===== src/hdl/ssr_pkg.sv =====
package ssr_pkg;

  // default sizing of the store
  localparam int DEPTH_DEF     = 64;
  localparam int WORD_BITS_DEF = 32;

  // fixed field widths
  localparam int KIND_W   = 2;
  localparam int VALUE_W  = 32;
  localparam int GROUP_W  = 6;
  localparam int GSIZE_W  = 7;
  localparam int HELD_W   = 7;
  localparam int STATUS_W = 2;

  // group size after reset
  localparam logic [GSIZE_W-1:0] GSIZE_RESET = 7'd5;

  // request kinds
  localparam logic [KIND_W-1:0] KIND_PUSH   = 2'd0;
  localparam logic [KIND_W-1:0] KIND_POP    = 2'd1;
  localparam logic [KIND_W-1:0] KIND_POP_AT = 2'd2;

  // result status codes
  typedef enum logic [STATUS_W-1:0] {
    ST_OK      = 2'd0,
    ST_FULL    = 2'd1,
    ST_EMPTY   = 2'd2,
    ST_NOGROUP = 2'd3
  } status_t;

  // per-cell control from the sequencer
  typedef struct packed {
    logic act;    // execute cycle, refresh the tap
    logic load;   // take the pushed word
    logic shift;  // take the upper neighbor's word
    logic tap;    // this cell holds the popped word
  } cell_ctl_t;

endpackage


===== src/hdl/ssr_cell.sv =====
module ssr_cell #(
  parameter int WORD_BITS = ssr_pkg::WORD_BITS_DEF
) (
  input  logic                  clk,
  input  ssr_pkg::cell_ctl_t    ctl,
  input  logic [WORD_BITS-1:0]  load_word,
  input  logic [WORD_BITS-1:0]  up_word,
  output logic [WORD_BITS-1:0]  word,
  output logic [WORD_BITS-1:0]  tap
);

  logic [WORD_BITS-1:0] word_r;
  logic [WORD_BITS-1:0] tap_r;

  // tap samples the old word, the word is loaded or moved down
  always_ff @(posedge clk) begin
    if (ctl.act) begin
      tap_r <= ctl.tap ? word_r : '0;
      if (ctl.load) begin
        word_r <= load_word;
      end else if (ctl.shift) begin
        word_r <= up_word;
      end
    end
  end

  assign word = word_r;
  assign tap  = tap_r;

endmodule


===== src/hdl/ssr_reduce.sv =====
module ssr_reduce #(
  parameter int DEPTH     = ssr_pkg::DEPTH_DEF,
  parameter int WORD_BITS = ssr_pkg::WORD_BITS_DEF
) (
  input  logic                  clk,
  input  logic                  en,
  input  logic [WORD_BITS-1:0]  taps [DEPTH],
  output logic [WORD_BITS-1:0]  result
);

  localparam int CHUNK = 32;
  localparam int NPART = (DEPTH + CHUNK - 1) / CHUNK;

  logic [WORD_BITS-1:0] part_r   [NPART];
  logic [WORD_BITS-1:0] part_nxt [NPART];

  // first level: or of each chunk of taps
  always_comb begin
    for (int k = 0; k < NPART; k++) begin
      part_nxt[k] = '0;
      for (int j = 0; j < CHUNK; j++) begin
        if (k * CHUNK + j < DEPTH) begin
          part_nxt[k] = part_nxt[k] | taps[k * CHUNK + j];
        end
      end
    end
  end

  always_ff @(posedge clk) begin
    if (en) begin
      part_r <= part_nxt;
    end
  end

  // second level: or of the registered chunk results
  always_comb begin
    result = '0;
    for (int k = 0; k < NPART; k++) begin
      result = result | part_r[k];
    end
  end

endmodule


===== src/hdl/segmented_stack_with_remove_at_top.sv =====
// channel   ports                      fields (lowest bit up)
// input     in_tvalid/in_tready        tuser: kind; tdata: value, group, zero pad
// result    out_tvalid/out_tready      tuser: status; tdata: data, held, zero pad
// config    cfg_wr_en/cfg_wr_data      group_size, no read-back
//
// one request passes these steps from accept to result in the output register:
// accept, group base product, cell update, first or-tree level, result load.
// the next request is accepted the cycle after the result is loaded, even while it waits.
// the multiplier and the registered or-tree over the cell taps each take a step of their own.
// reset clears the count and the handshakes and sets the group size to five; cells need no clearing.
// a stalled result holds the block in its last step until out_tready.
module segmented_stack_with_remove_at_top #(
  parameter int DEPTH     = ssr_pkg::DEPTH_DEF,
  parameter int WORD_BITS = ssr_pkg::WORD_BITS_DEF
) (
  input  logic        clk,
  input  logic        rst_n,
  input  logic        in_tvalid,
  output logic        in_tready,
  input  logic [1:0]  in_tuser,    // kind
  input  logic [39:0] in_tdata,    // value [31:0], group [37:32], zero [39:38]
  output logic        out_tvalid,
  input  logic        out_tready,
  output logic [1:0]  out_tuser,   // status
  output logic [39:0] out_tdata,   // data [31:0], held [38:32], zero [39]
  input  logic        cfg_wr_en,
  input  logic [6:0]  cfg_wr_data  // group_size
);

  localparam int CW = $clog2(DEPTH + 1);
  localparam int PW = ssr_pkg::GROUP_W + ssr_pkg::GSIZE_W;
  localparam int AW = (PW > CW ? PW : CW) + 1;

  typedef enum logic [4:0] {
    S_IDLE = 5'b00001,
    S_MUL  = 5'b00010,
    S_EXEC = 5'b00100,
    S_RED  = 5'b01000,
    S_OUT  = 5'b10000
  } state_t;

  state_t state_r, state_nxt;

  logic [ssr_pkg::GSIZE_W-1:0] group_size_r;
  logic [ssr_pkg::KIND_W-1:0]  kind_r;
  logic [ssr_pkg::VALUE_W-1:0] value_r;
  logic [ssr_pkg::GROUP_W-1:0] grp_r;
  logic [AW-1:0]               base_r;
  logic [CW-1:0]               count_r, count_nxt;
  ssr_pkg::status_t            status_r, status_nxt;
  logic [ssr_pkg::HELD_W-1:0]  held_r;

  logic                        out_valid_r;
  logic [ssr_pkg::VALUE_W-1:0] out_data_r;
  ssr_pkg::status_t            out_status_r;
  logic [ssr_pkg::HELD_W-1:0]  out_held_r;

  logic [ssr_pkg::GSIZE_W-1:0] gs;
  logic [AW-1:0]               cnt_ext, top_pos, grp_end, pos;
  logic                        is_push, is_pop, is_pop_at, op_ok, out_load;
  logic [WORD_BITS-1:0]        red_word;
  logic [WORD_BITS-1:0]        words [DEPTH];
  logic [WORD_BITS-1:0]        taps  [DEPTH];

  // configuration register
  always_ff @(posedge clk) begin
    if (!rst_n) begin
      group_size_r <= ssr_pkg::GSIZE_RESET;
    end else if (cfg_wr_en) begin
      group_size_r <= cfg_wr_data;
    end
  end

  assign gs = (group_size_r == '0) ? ssr_pkg::GSIZE_W'(1) : group_size_r;

  // request decode and position select
  assign is_push   = (kind_r == ssr_pkg::KIND_PUSH);
  assign is_pop    = (kind_r == ssr_pkg::KIND_POP);
  assign is_pop_at = (kind_r == ssr_pkg::KIND_POP_AT);
  assign cnt_ext   = AW'(count_r);
  assign top_pos   = cnt_ext - AW'(1);
  assign grp_end   = base_r + AW'(gs) - AW'(1);

  always_comb begin
    if (is_push) begin
      pos = cnt_ext;
    end else if (is_pop) begin
      pos = top_pos;
    end else begin
      pos = (grp_end > top_pos) ? top_pos : grp_end;
    end
  end

  // status and next count
  always_comb begin
    status_nxt = ssr_pkg::ST_OK;
    count_nxt  = count_r;
    if (is_push) begin
      if (count_r >= CW'(DEPTH)) begin
        status_nxt = ssr_pkg::ST_FULL;
      end else begin
        count_nxt = count_r + CW'(1);
      end
    end else if (is_pop) begin
      if (count_r == '0) begin
        status_nxt = ssr_pkg::ST_EMPTY;
      end else begin
        count_nxt = count_r - CW'(1);
      end
    end else if (is_pop_at) begin
      if (base_r >= cnt_ext) begin
        status_nxt = ssr_pkg::ST_NOGROUP;
      end else begin
        count_nxt = count_r - CW'(1);
      end
    end
  end

  assign op_ok = (status_nxt == ssr_pkg::ST_OK) && (state_r == S_EXEC);

  // row of cells, bottom at index zero
  for (genvar i = 0; i < DEPTH; i++) begin : g_cell
    ssr_pkg::cell_ctl_t ctl;
    logic [WORD_BITS-1:0] up;

    assign ctl.act   = (state_r == S_EXEC);
    assign ctl.load  = op_ok && is_push && (pos == AW'(i));
    assign ctl.shift = op_ok && is_pop_at && (AW'(i) >= pos);
    assign ctl.tap   = op_ok && (is_pop || is_pop_at) && (pos == AW'(i));

    if (i == DEPTH - 1) begin : g_top
      assign up = words[i];
    end else begin : g_mid
      assign up = words[i + 1];
    end

    ssr_cell #(.WORD_BITS(WORD_BITS)) u_cell (
      .clk       (clk),
      .ctl       (ctl),
      .load_word (WORD_BITS'(value_r)),
      .up_word   (up),
      .word      (words[i]),
      .tap       (taps[i])
    );
  end

  // gather the popped word from the taps
  ssr_reduce #(.DEPTH(DEPTH), .WORD_BITS(WORD_BITS)) u_reduce (
    .clk    (clk),
    .en     (state_r == S_RED),
    .taps   (taps),
    .result (red_word)
  );

  // sequencer
  assign out_load = (state_r == S_OUT) && (!out_valid_r || out_tready);

  always_comb begin
    state_nxt = state_r;
    case (state_r)
      S_IDLE:  if (in_tvalid) state_nxt = S_MUL;
      S_MUL:   state_nxt = S_EXEC;
      S_EXEC:  state_nxt = S_RED;
      S_RED:   state_nxt = S_OUT;
      S_OUT:   if (out_load) state_nxt = S_IDLE;
      default: state_nxt = S_IDLE;
    endcase
  end

  always_ff @(posedge clk) begin
    if (!rst_n) begin
      state_r <= S_IDLE;
      count_r <= '0;
    end else begin
      state_r <= state_nxt;
      if (state_r == S_EXEC) begin
        count_r <= count_nxt;
      end
    end
  end

  // request capture, group base and per-request results
  always_ff @(posedge clk) begin
    if (in_tvalid && in_tready) begin
      kind_r  <= in_tuser;
      value_r <= in_tdata[31:0];
      grp_r   <= in_tdata[37:32];
    end
    if (state_r == S_MUL) begin
      base_r <= AW'(grp_r) * AW'(gs);
    end
    if (state_r == S_EXEC) begin
      status_r <= status_nxt;
      held_r   <= ssr_pkg::HELD_W'(count_nxt);
    end
  end

  // output register
  always_ff @(posedge clk) begin
    if (!rst_n) begin
      out_valid_r <= 1'b0;
    end else if (out_load) begin
      out_valid_r <= 1'b1;
    end else if (out_tready) begin
      out_valid_r <= 1'b0;
    end
  end

  always_ff @(posedge clk) begin
    if (out_load) begin
      out_data_r   <= ssr_pkg::VALUE_W'(red_word);
      out_status_r <= status_r;
      out_held_r   <= held_r;
    end
  end

  assign in_tready  = (state_r == S_IDLE);
  assign out_tvalid = out_valid_r;
  assign out_tuser  = out_status_r;
  assign out_tdata  = {1'b0, out_held_r, out_data_r};

`ifndef NO_ASSERTIONS
  a_state_onehot: assert property (@(posedge clk) disable iff (!rst_n)
    $onehot(state_r))
    else $error("sequencer state not one-hot");

  a_count_bound: assert property (@(posedge clk) disable iff (!rst_n)
    count_r <= CW'(DEPTH))
    else $error("count beyond depth");

  a_fail_keeps_count: assert property (@(posedge clk) disable iff (!rst_n)
    (state_r == S_EXEC) && (status_nxt != ssr_pkg::ST_OK) |=> $stable(count_r))
    else $error("failed request changed the count");

  a_empty_result: assert property (@(posedge clk) disable iff (!rst_n)
    out_valid_r && (out_status_r == ssr_pkg::ST_EMPTY) |->
      (out_held_r == '0) && (out_data_r == '0))
    else $error("empty pop result not zero");

  a_full_result: assert property (@(posedge clk) disable iff (!rst_n)
    out_valid_r && (out_status_r == ssr_pkg::ST_FULL) |->
      (out_held_r == ssr_pkg::HELD_W'(DEPTH)) && (out_data_r == '0))
    else $error("dropped push result wrong");
`endif

endmodule


===== config.mk =====
export PLATFORM = sky130hd
export DESIGN_NAME = segmented_stack_with_remove_at_top
export DESIGN_NICKNAME = d
export VERILOG_FILES = /design/src/hdl/ssr_pkg.sv /design/src/hdl/ssr_cell.sv /design/src/hdl/ssr_reduce.sv /design/src/hdl/segmented_stack_with_remove_at_top.sv
export SDC_FILE = /design/constraint.sdc
export NUM_CORES = 2
export LEC_CHECK = 0
export ABC_CLOCK_PERIOD_IN_PS = 103100
export BUFFER_PORTS_ARGS = -buffer_cell sky130_fd_sc_hd__buf_2
export CAP_MARGIN = 20
export CORE_UTILIZATION = 58
export CTS_CLUSTER_SIZE = 8
export DETAILED_ROUTE_END_ITERATION = 6
export GPL_TIMING_DRIVEN = 0
export MAX_ROUTING_LAYER = met4
export PLACE_DENSITY = 0.74
export SYNTH_ARGS = -nofsm -noshare
export SYNTH_HDL_FRONTEND = slang
export SYNTH_HIERARCHICAL = 1
export SYNTH_SLANG_ARGS = --single-unit

===== constraint.sdc =====
create_clock -name clk -period 103.1 [get_ports clk]
set_input_delay 10.31 -clock clk [delete_from_list [all_inputs] [get_ports clk]]
set_output_delay 10.31 -clock clk [all_outputs]
set_load 0.005 [all_outputs]

# Yosys cells after proc, flatten, opt, wreduce, memory -nomap -nowiden
# Index checks and enable logic that the tools add are counted.
# totals
ff_bits	4283
latchBits	0
mem_bits_rw	0
mem_bits_ro	0
input_bits	54
out_inout_bits	44
wordCells	831
memories	0
# classes
addsub	5
n_mul	1
div	0
n_lt_le_gt_ge	66
eq_ne	72
n_shift	0
n_mux	147
bitwise	63
reduce_logical	334
# ops
cell	n
32-bit 2-to-1 mux	126
32-bit bitwise OR	63
14-bit by 6-bit == test with 1-bit output (second input constant)	32
6-bit by 14-bit >= comparator with 1-bit output (first input constant)	31
14-bit by 5-bit == test with 1-bit output (second input constant)	16
5-bit by 14-bit >= comparator with 1-bit output (first input constant)	16
1-bit logical AND	197
2-bit AND reduction	65
2-bit nonzero test	64
14-bit by 4-bit == test with 1-bit output (second input constant)	8
4-bit by 14-bit >= comparator with 1-bit output (first input constant)	8
14-bit by 3-bit == test with 1-bit output (second input constant)	4
3-bit by 14-bit >= comparator with 1-bit output (first input constant)	4
7-bit 2-to-1 mux	7
14-bit 2-to-1 mux	3
14-bit by 2-bit == test with 1-bit output (second input constant)	2
1-bit by 14-bit >= comparator with 1-bit output (first input constant)	2
2-bit by 14-bit >= comparator with 1-bit output (first input constant)	2
5-bit one-hot mux with 5 select lines	1
13-bit by 7-bit adder with 14-bit output	1
14-bit by 1-bit == test with 1-bit output (second input constant)	1
14-bit > comparator	1
14-bit zero test	1
7-bit zero test	2
other kinds (21)	31

# Longest topological paths before layout
# depth
ltp_word	31
depth_mapped	27
mapped_depth_nobuf	22

# Modules after synthesis
# The synthesis kept the hierarchy.
# modules_own_cells
mod	instances	cells_per_inst	area_each_um2	seq_area_each_um2
ssr_cell	64	136	2681.3	1921.8
segmented_stack_with_remove_at_top	1	1000	9213.8	3493.4
ssr_reduce	1	800	6926.6	1921.8

# Worst setup path before layout
# OpenSTA, ideal clock, no wires.
# synth_timing
path_type	reg-to-reg
from	register state_r[1]
to	register g_cell[31].u_cell.word_r[0], enable pin
setup_ns	0.391
arrival_time_ns	45.949
t_required_ns	102.709
setup_slack_ns	56.760
path_stages_with_launch	11
path_buffers	2
period_less_slack_ns	46.340
cell_sequence	dfxtp_1 -> nor2_1 -> nand3_1 -> inv_1 -> nand3_1 -> nor2_1 -> nand2_1 -> nor2b_1 -> buf_6 -> buf_12 -> o21a_1
# synth_rtl
element	line_no	text
start: declaration	segmented_stack_with_remove_at_top.sv:42	state_t state_r, state_nxt;
start signal: assignment	segmented_stack_with_remove_at_top.sv:175	state_r <= state_nxt;
end signal: assignment	ssr_cell.sv:20	word_r <= load_word;
end signal: assignment	ssr_cell.sv:22	word_r <= up_word;
end: declaration	ssr_cell.sv:12	logic [WORD_BITS-1:0] word_r;

# Final worst setup path
# layout_timing
from	register state_r[1]
to	output in_tready
# layout_via
elab_chain_cells	1
# layout_lines
element	line_no	text
5-bit by 1-bit == test with 1-bit output	segmented_stack_with_remove_at_top.sv:217	assign in_tready = (state_r == S_IDLE);
end: declaration	segmented_stack_with_remove_at_top.sv:19	output logic in_tready,
# Every way passes these cells.

==> flow_summary.ini <==
[global_route]
grt_overflow = 0
first_global_vias = 98100
maximum_number_of_pins_on_one_net_before_global_route_repair = 140
grt_antenna_before_repair = 23
globalRouteTotalUtil = 0.263
grt_first_pass_wirelength_mm = 622

[sta]
period_minus_slack_ns = 12.43
setup_viol = 0
accumulated_negative_setup_slack_ns = 0
timing_worst_slew_pin_value_ns = 1.41
timing_max_transition_violations_final = 0
grt_setup_unrepaired = false
min_period_over_period = 0.121
fmaxAchievable_ghz = 0.0805
clock_skew_ns = 0.0473
worst_relative_slew_slack = 0.0603
hold_viol_final = 0

[setup_path]
crit_path_cell_trace = nor3_1 -> and2_1 -> buf_2
crit_path_top_delay_cell = sky130_fd_sc_hd__nor3_1
timing.rr.start = group_size_r[1]$_SDFFE_PN0P_
timing.setup.critical_path_class = reg -> out
crit_required_ns = 92.79
critPathMaxFanout = 7
worstSetupEndpointType = primary output
worst_endpoint_data_arrival_time_ns = 2.12
crit_path_start_kind = flip-flop
cp_slowest_stage_delay_ns = 0.41
critical_path.startpoint = state_r[1]$_SDFFE_PN0P_

[yosys]
yosys_register_bits = 4283
synth_top_family_by_area = multiplexers
synthesis.area_um2 = 188000
area_fraction_in_compound_gates_after_synthesis = 0.00909
async_reset_ff_frac = 0
postSynthNetCount = 10700
netlist-cell-type-count = 86
synthesis.area_per_instance_um2 = 17.9
synth_seq_area_share = 0.684
ys.warnings.count = 6
synthCells = 10500
post_synth_edffs = 4263
postSynth.topFlopCell = sky130_fd_sc_hd__edfxtp_1
synth.mux.area_fraction = 0.161
synth_xor_area_frac = 0.00103
synth_adder_area_share = 0.00728
synth-simple-area-share = 0.107

[placed_design]
dp_hpwl_mm = 300
placedInstanceArea_um2 = 197000
numPortBuffers = 92
routability_congestion_estimate = 1.06

[route]
vias_per_cell = 5.85
totalWireLength_mm = 418
dr.first_iter.drc_count = 7477
vias = 92400
drt-wirelength-per-cell_um = 26.5
ant_nets = 0
drt_pre_antenna_iters = 7
drc = 13

[clock_tree]
cts_setup_buffers = 0
post_cts_resize_count = 0
cts_root_buffer = sky130_fd_sc_hd__clkbuf_16
worstSkewPairLatency_ns = 1.03
cts-hold-fix-buffers = 0
clkTransAtPathRegs_ns = 0.05
numClockSinks = 4283
cts_buffers = 606
cts_tree = yes
maximum_number_of_buffers_from_clock_root_to_sink = 4
htree_num_levels = 6

[die]
design.die.area_um2 = 326000
start_util = 0.584
row_count = 208
placeableCoreArea_um2 = 322000
die-width_um = 571
num_io_pins = 98
floorplan.die.height_um = 571

[power]
cellLeakagePower_nw = 63.2
internal_power_mw = 2.99
power.share.combinational = 0.023
netSwitchingFraction = 0.203
p_switching_mw = 0.760
seqPwrFrac = 0.508
clock_power_share = 0.469
peak_ir_drop_on_the_vdd_network_v = 0.0000173
cellPowerDensity_nw_per_um2 = 17.5

[layout]
layout_common_cells = sky130_fd_sc_hd__edfxtp_1 (4263), sky130_fd_sc_hd__and2_1 (2075), sky130_fd_sc_hd__mux2_4 (1856)
drive_above_1_share = 0.304
post-route-cell-area_um2 = 214000
area_growth_syn_to_layout_pct = 13.8
final_nets = 11500
mostFrequentLayoutCell = sky130_fd_sc_hd__edfxtp_1

[outcome]
outcome = finished, violations left
violations = DRC

[min_path]
timing.hold.worst.start = held_r[3]$_DFFE_PP_
path_category_of_the_worst_min_delay_check = reg -> reg

[flow_run]
drv_cap = 0
==> cell usage after synthesis (all sizes together), types with 3 or more instances <==
master,count,share of area
nand4,145,0.0049
inv,89,0.0018
o311ai,3,0.00014
mux2,2048,0.16
a2111oi,4,0.00019
o31ai,6,0.00041
nand3,35,0.00096
dfxtp,20,0.0021
nor4b,3,0.00022
a221oi,3,0.00014
a31oi,13,0.00043
ha,74,0.0049
nand2,70,0.0014
o211ai,4,0.00016
a21o,6,0.00024
xor2,3,0.00014
o21bai,7,0.00028
buf,291,0.025
fa,22,0.0023
a311oi,4,0.00019
a211oi,13,0.00055
nor4,548,0.021
nand2b,6,0.00020
clkbuf,222,0.0044
nor2,97,0.0020
o21a,67,0.0027
a21oi,51,0.0014
a21boi,3,0.00012
nor3,75,0.0020
a211o,5,0.00023
nor2b,22,0.00073
or2,100,0.0033
o21ai,28,0.00077
xnor2,19,0.00089
and2,2076,0.069
and3,6,0.00020
edfxtp,4263,0.68
or3,10,0.00033
mux2i,11,0.00061
==> power by group through the flow <==
stage | combinational (mW) | sequential (mW) | clock (mW)
6_report | 0.0868 | 1.90 | 1.76
5_1_grt | 0.0901 | 1.90 | 1.85
4_1_cts | 0.0827 | 1.90 | 1.79
3_5_place_dp | 0.0821 | 1.94 | 0
3_3_place_gp | 0.0513 | 1.96 | 0
2_1_floorplan | 0.0320 | 1.95 | 0
==> area by class of cell <==
| type | count | area [um^2] |
|---|---|---|
| Antenna cell | 5 | 12.5 |
| Buffer | 513 | 5570 |
| Clock buffer | 652 | 15800 |
| Clock inverter | 39 | 507 |
| Fill cell | 21000 | 108000 |
| Inverter | 90 | 345 |
| Multi-Input combinational cell | 5618 | 53600 |
| Sequential cell | 4283 | 128000 |
| Tap cell | 4305 | 5390 |
| Timing Repair Buffer | 276 | 4090 |
==> critical path: cells and delay by family, from the launching register on <==
family        cells  cell delay (ns)
buf+inv           1             0.11
flops             1             0.37
simple gates      2             0.62
==> final timing paths <==
| path | slack [ns] | to | depth (start not counted) |
|---|---|---|---|
| max reg2reg | 93.93 | g_cell[63].u_cell/word[15]$_DFFE_PP_ | 26 |
| min | 0.41 | out_held_r[3]$_DFFE_PP_ | 0 |
| min reg2reg | 0.41 | out_held_r[3]$_DFFE_PP_ | 0 |
| max | 90.67 | in_tready | 3 |
==> state kept, by name (all words and copies together) (netlist names), 6 cells and up <==
| name | cells |
|---|---|
| g_cell.u_cell/tap | 2048 |
| g_cell.u_cell/word | 2048 |
| u_reduce/part_r | 64 |
| out_data_r | 32 |
| value_r | 32 |
| base_r | 13 |
| count_r | 7 |
| group_size_r | 7 |
| held_r | 7 |
| out_held_r | 7 |
| grp_r | 6 |
==> kinds of logic (layout without fill, tap and decap cells) <==
logic type      Yosys count  count (layout)
mux                    2059            2059
compound gates          240             240
simple gates           3200            3200
buf+inv                 603            1570
other cells               1               6
flops                  4283            4283
fa+ha+maj                96              96
xor+xnor                 22              22
==> metal layers <==
metal / wire length [um] / share of wire / GRT usage
met5: 0 / 0 / -
met3: 27000 / 0.065 / 0.0522
met4: 13500 / 0.032 / 0.0831
met2: 211000 / 0.50 / 0.439
met1: 167000 / 0.40 / 0.323
==> metrics by stage <==
stage,utilization,hold slack [ns],cells,setup WS (ns),power (mW)
2_1_floorplan,-,0.400,10500,56.76,1.98
3_3_place_gp,0.602,0.407,14900,35.08,2.01
3_5_place_dp,0.614,0.406,15100,90.73,2.02
4_1_cts,0.664,0.417,15800,90.64,3.77
5_1_grt,0.664,0.430,15800,90.54,3.85
6_report,0.664,0.415,15800,90.67,3.75
Note: power is estimated with default switching activity, not from simulation.
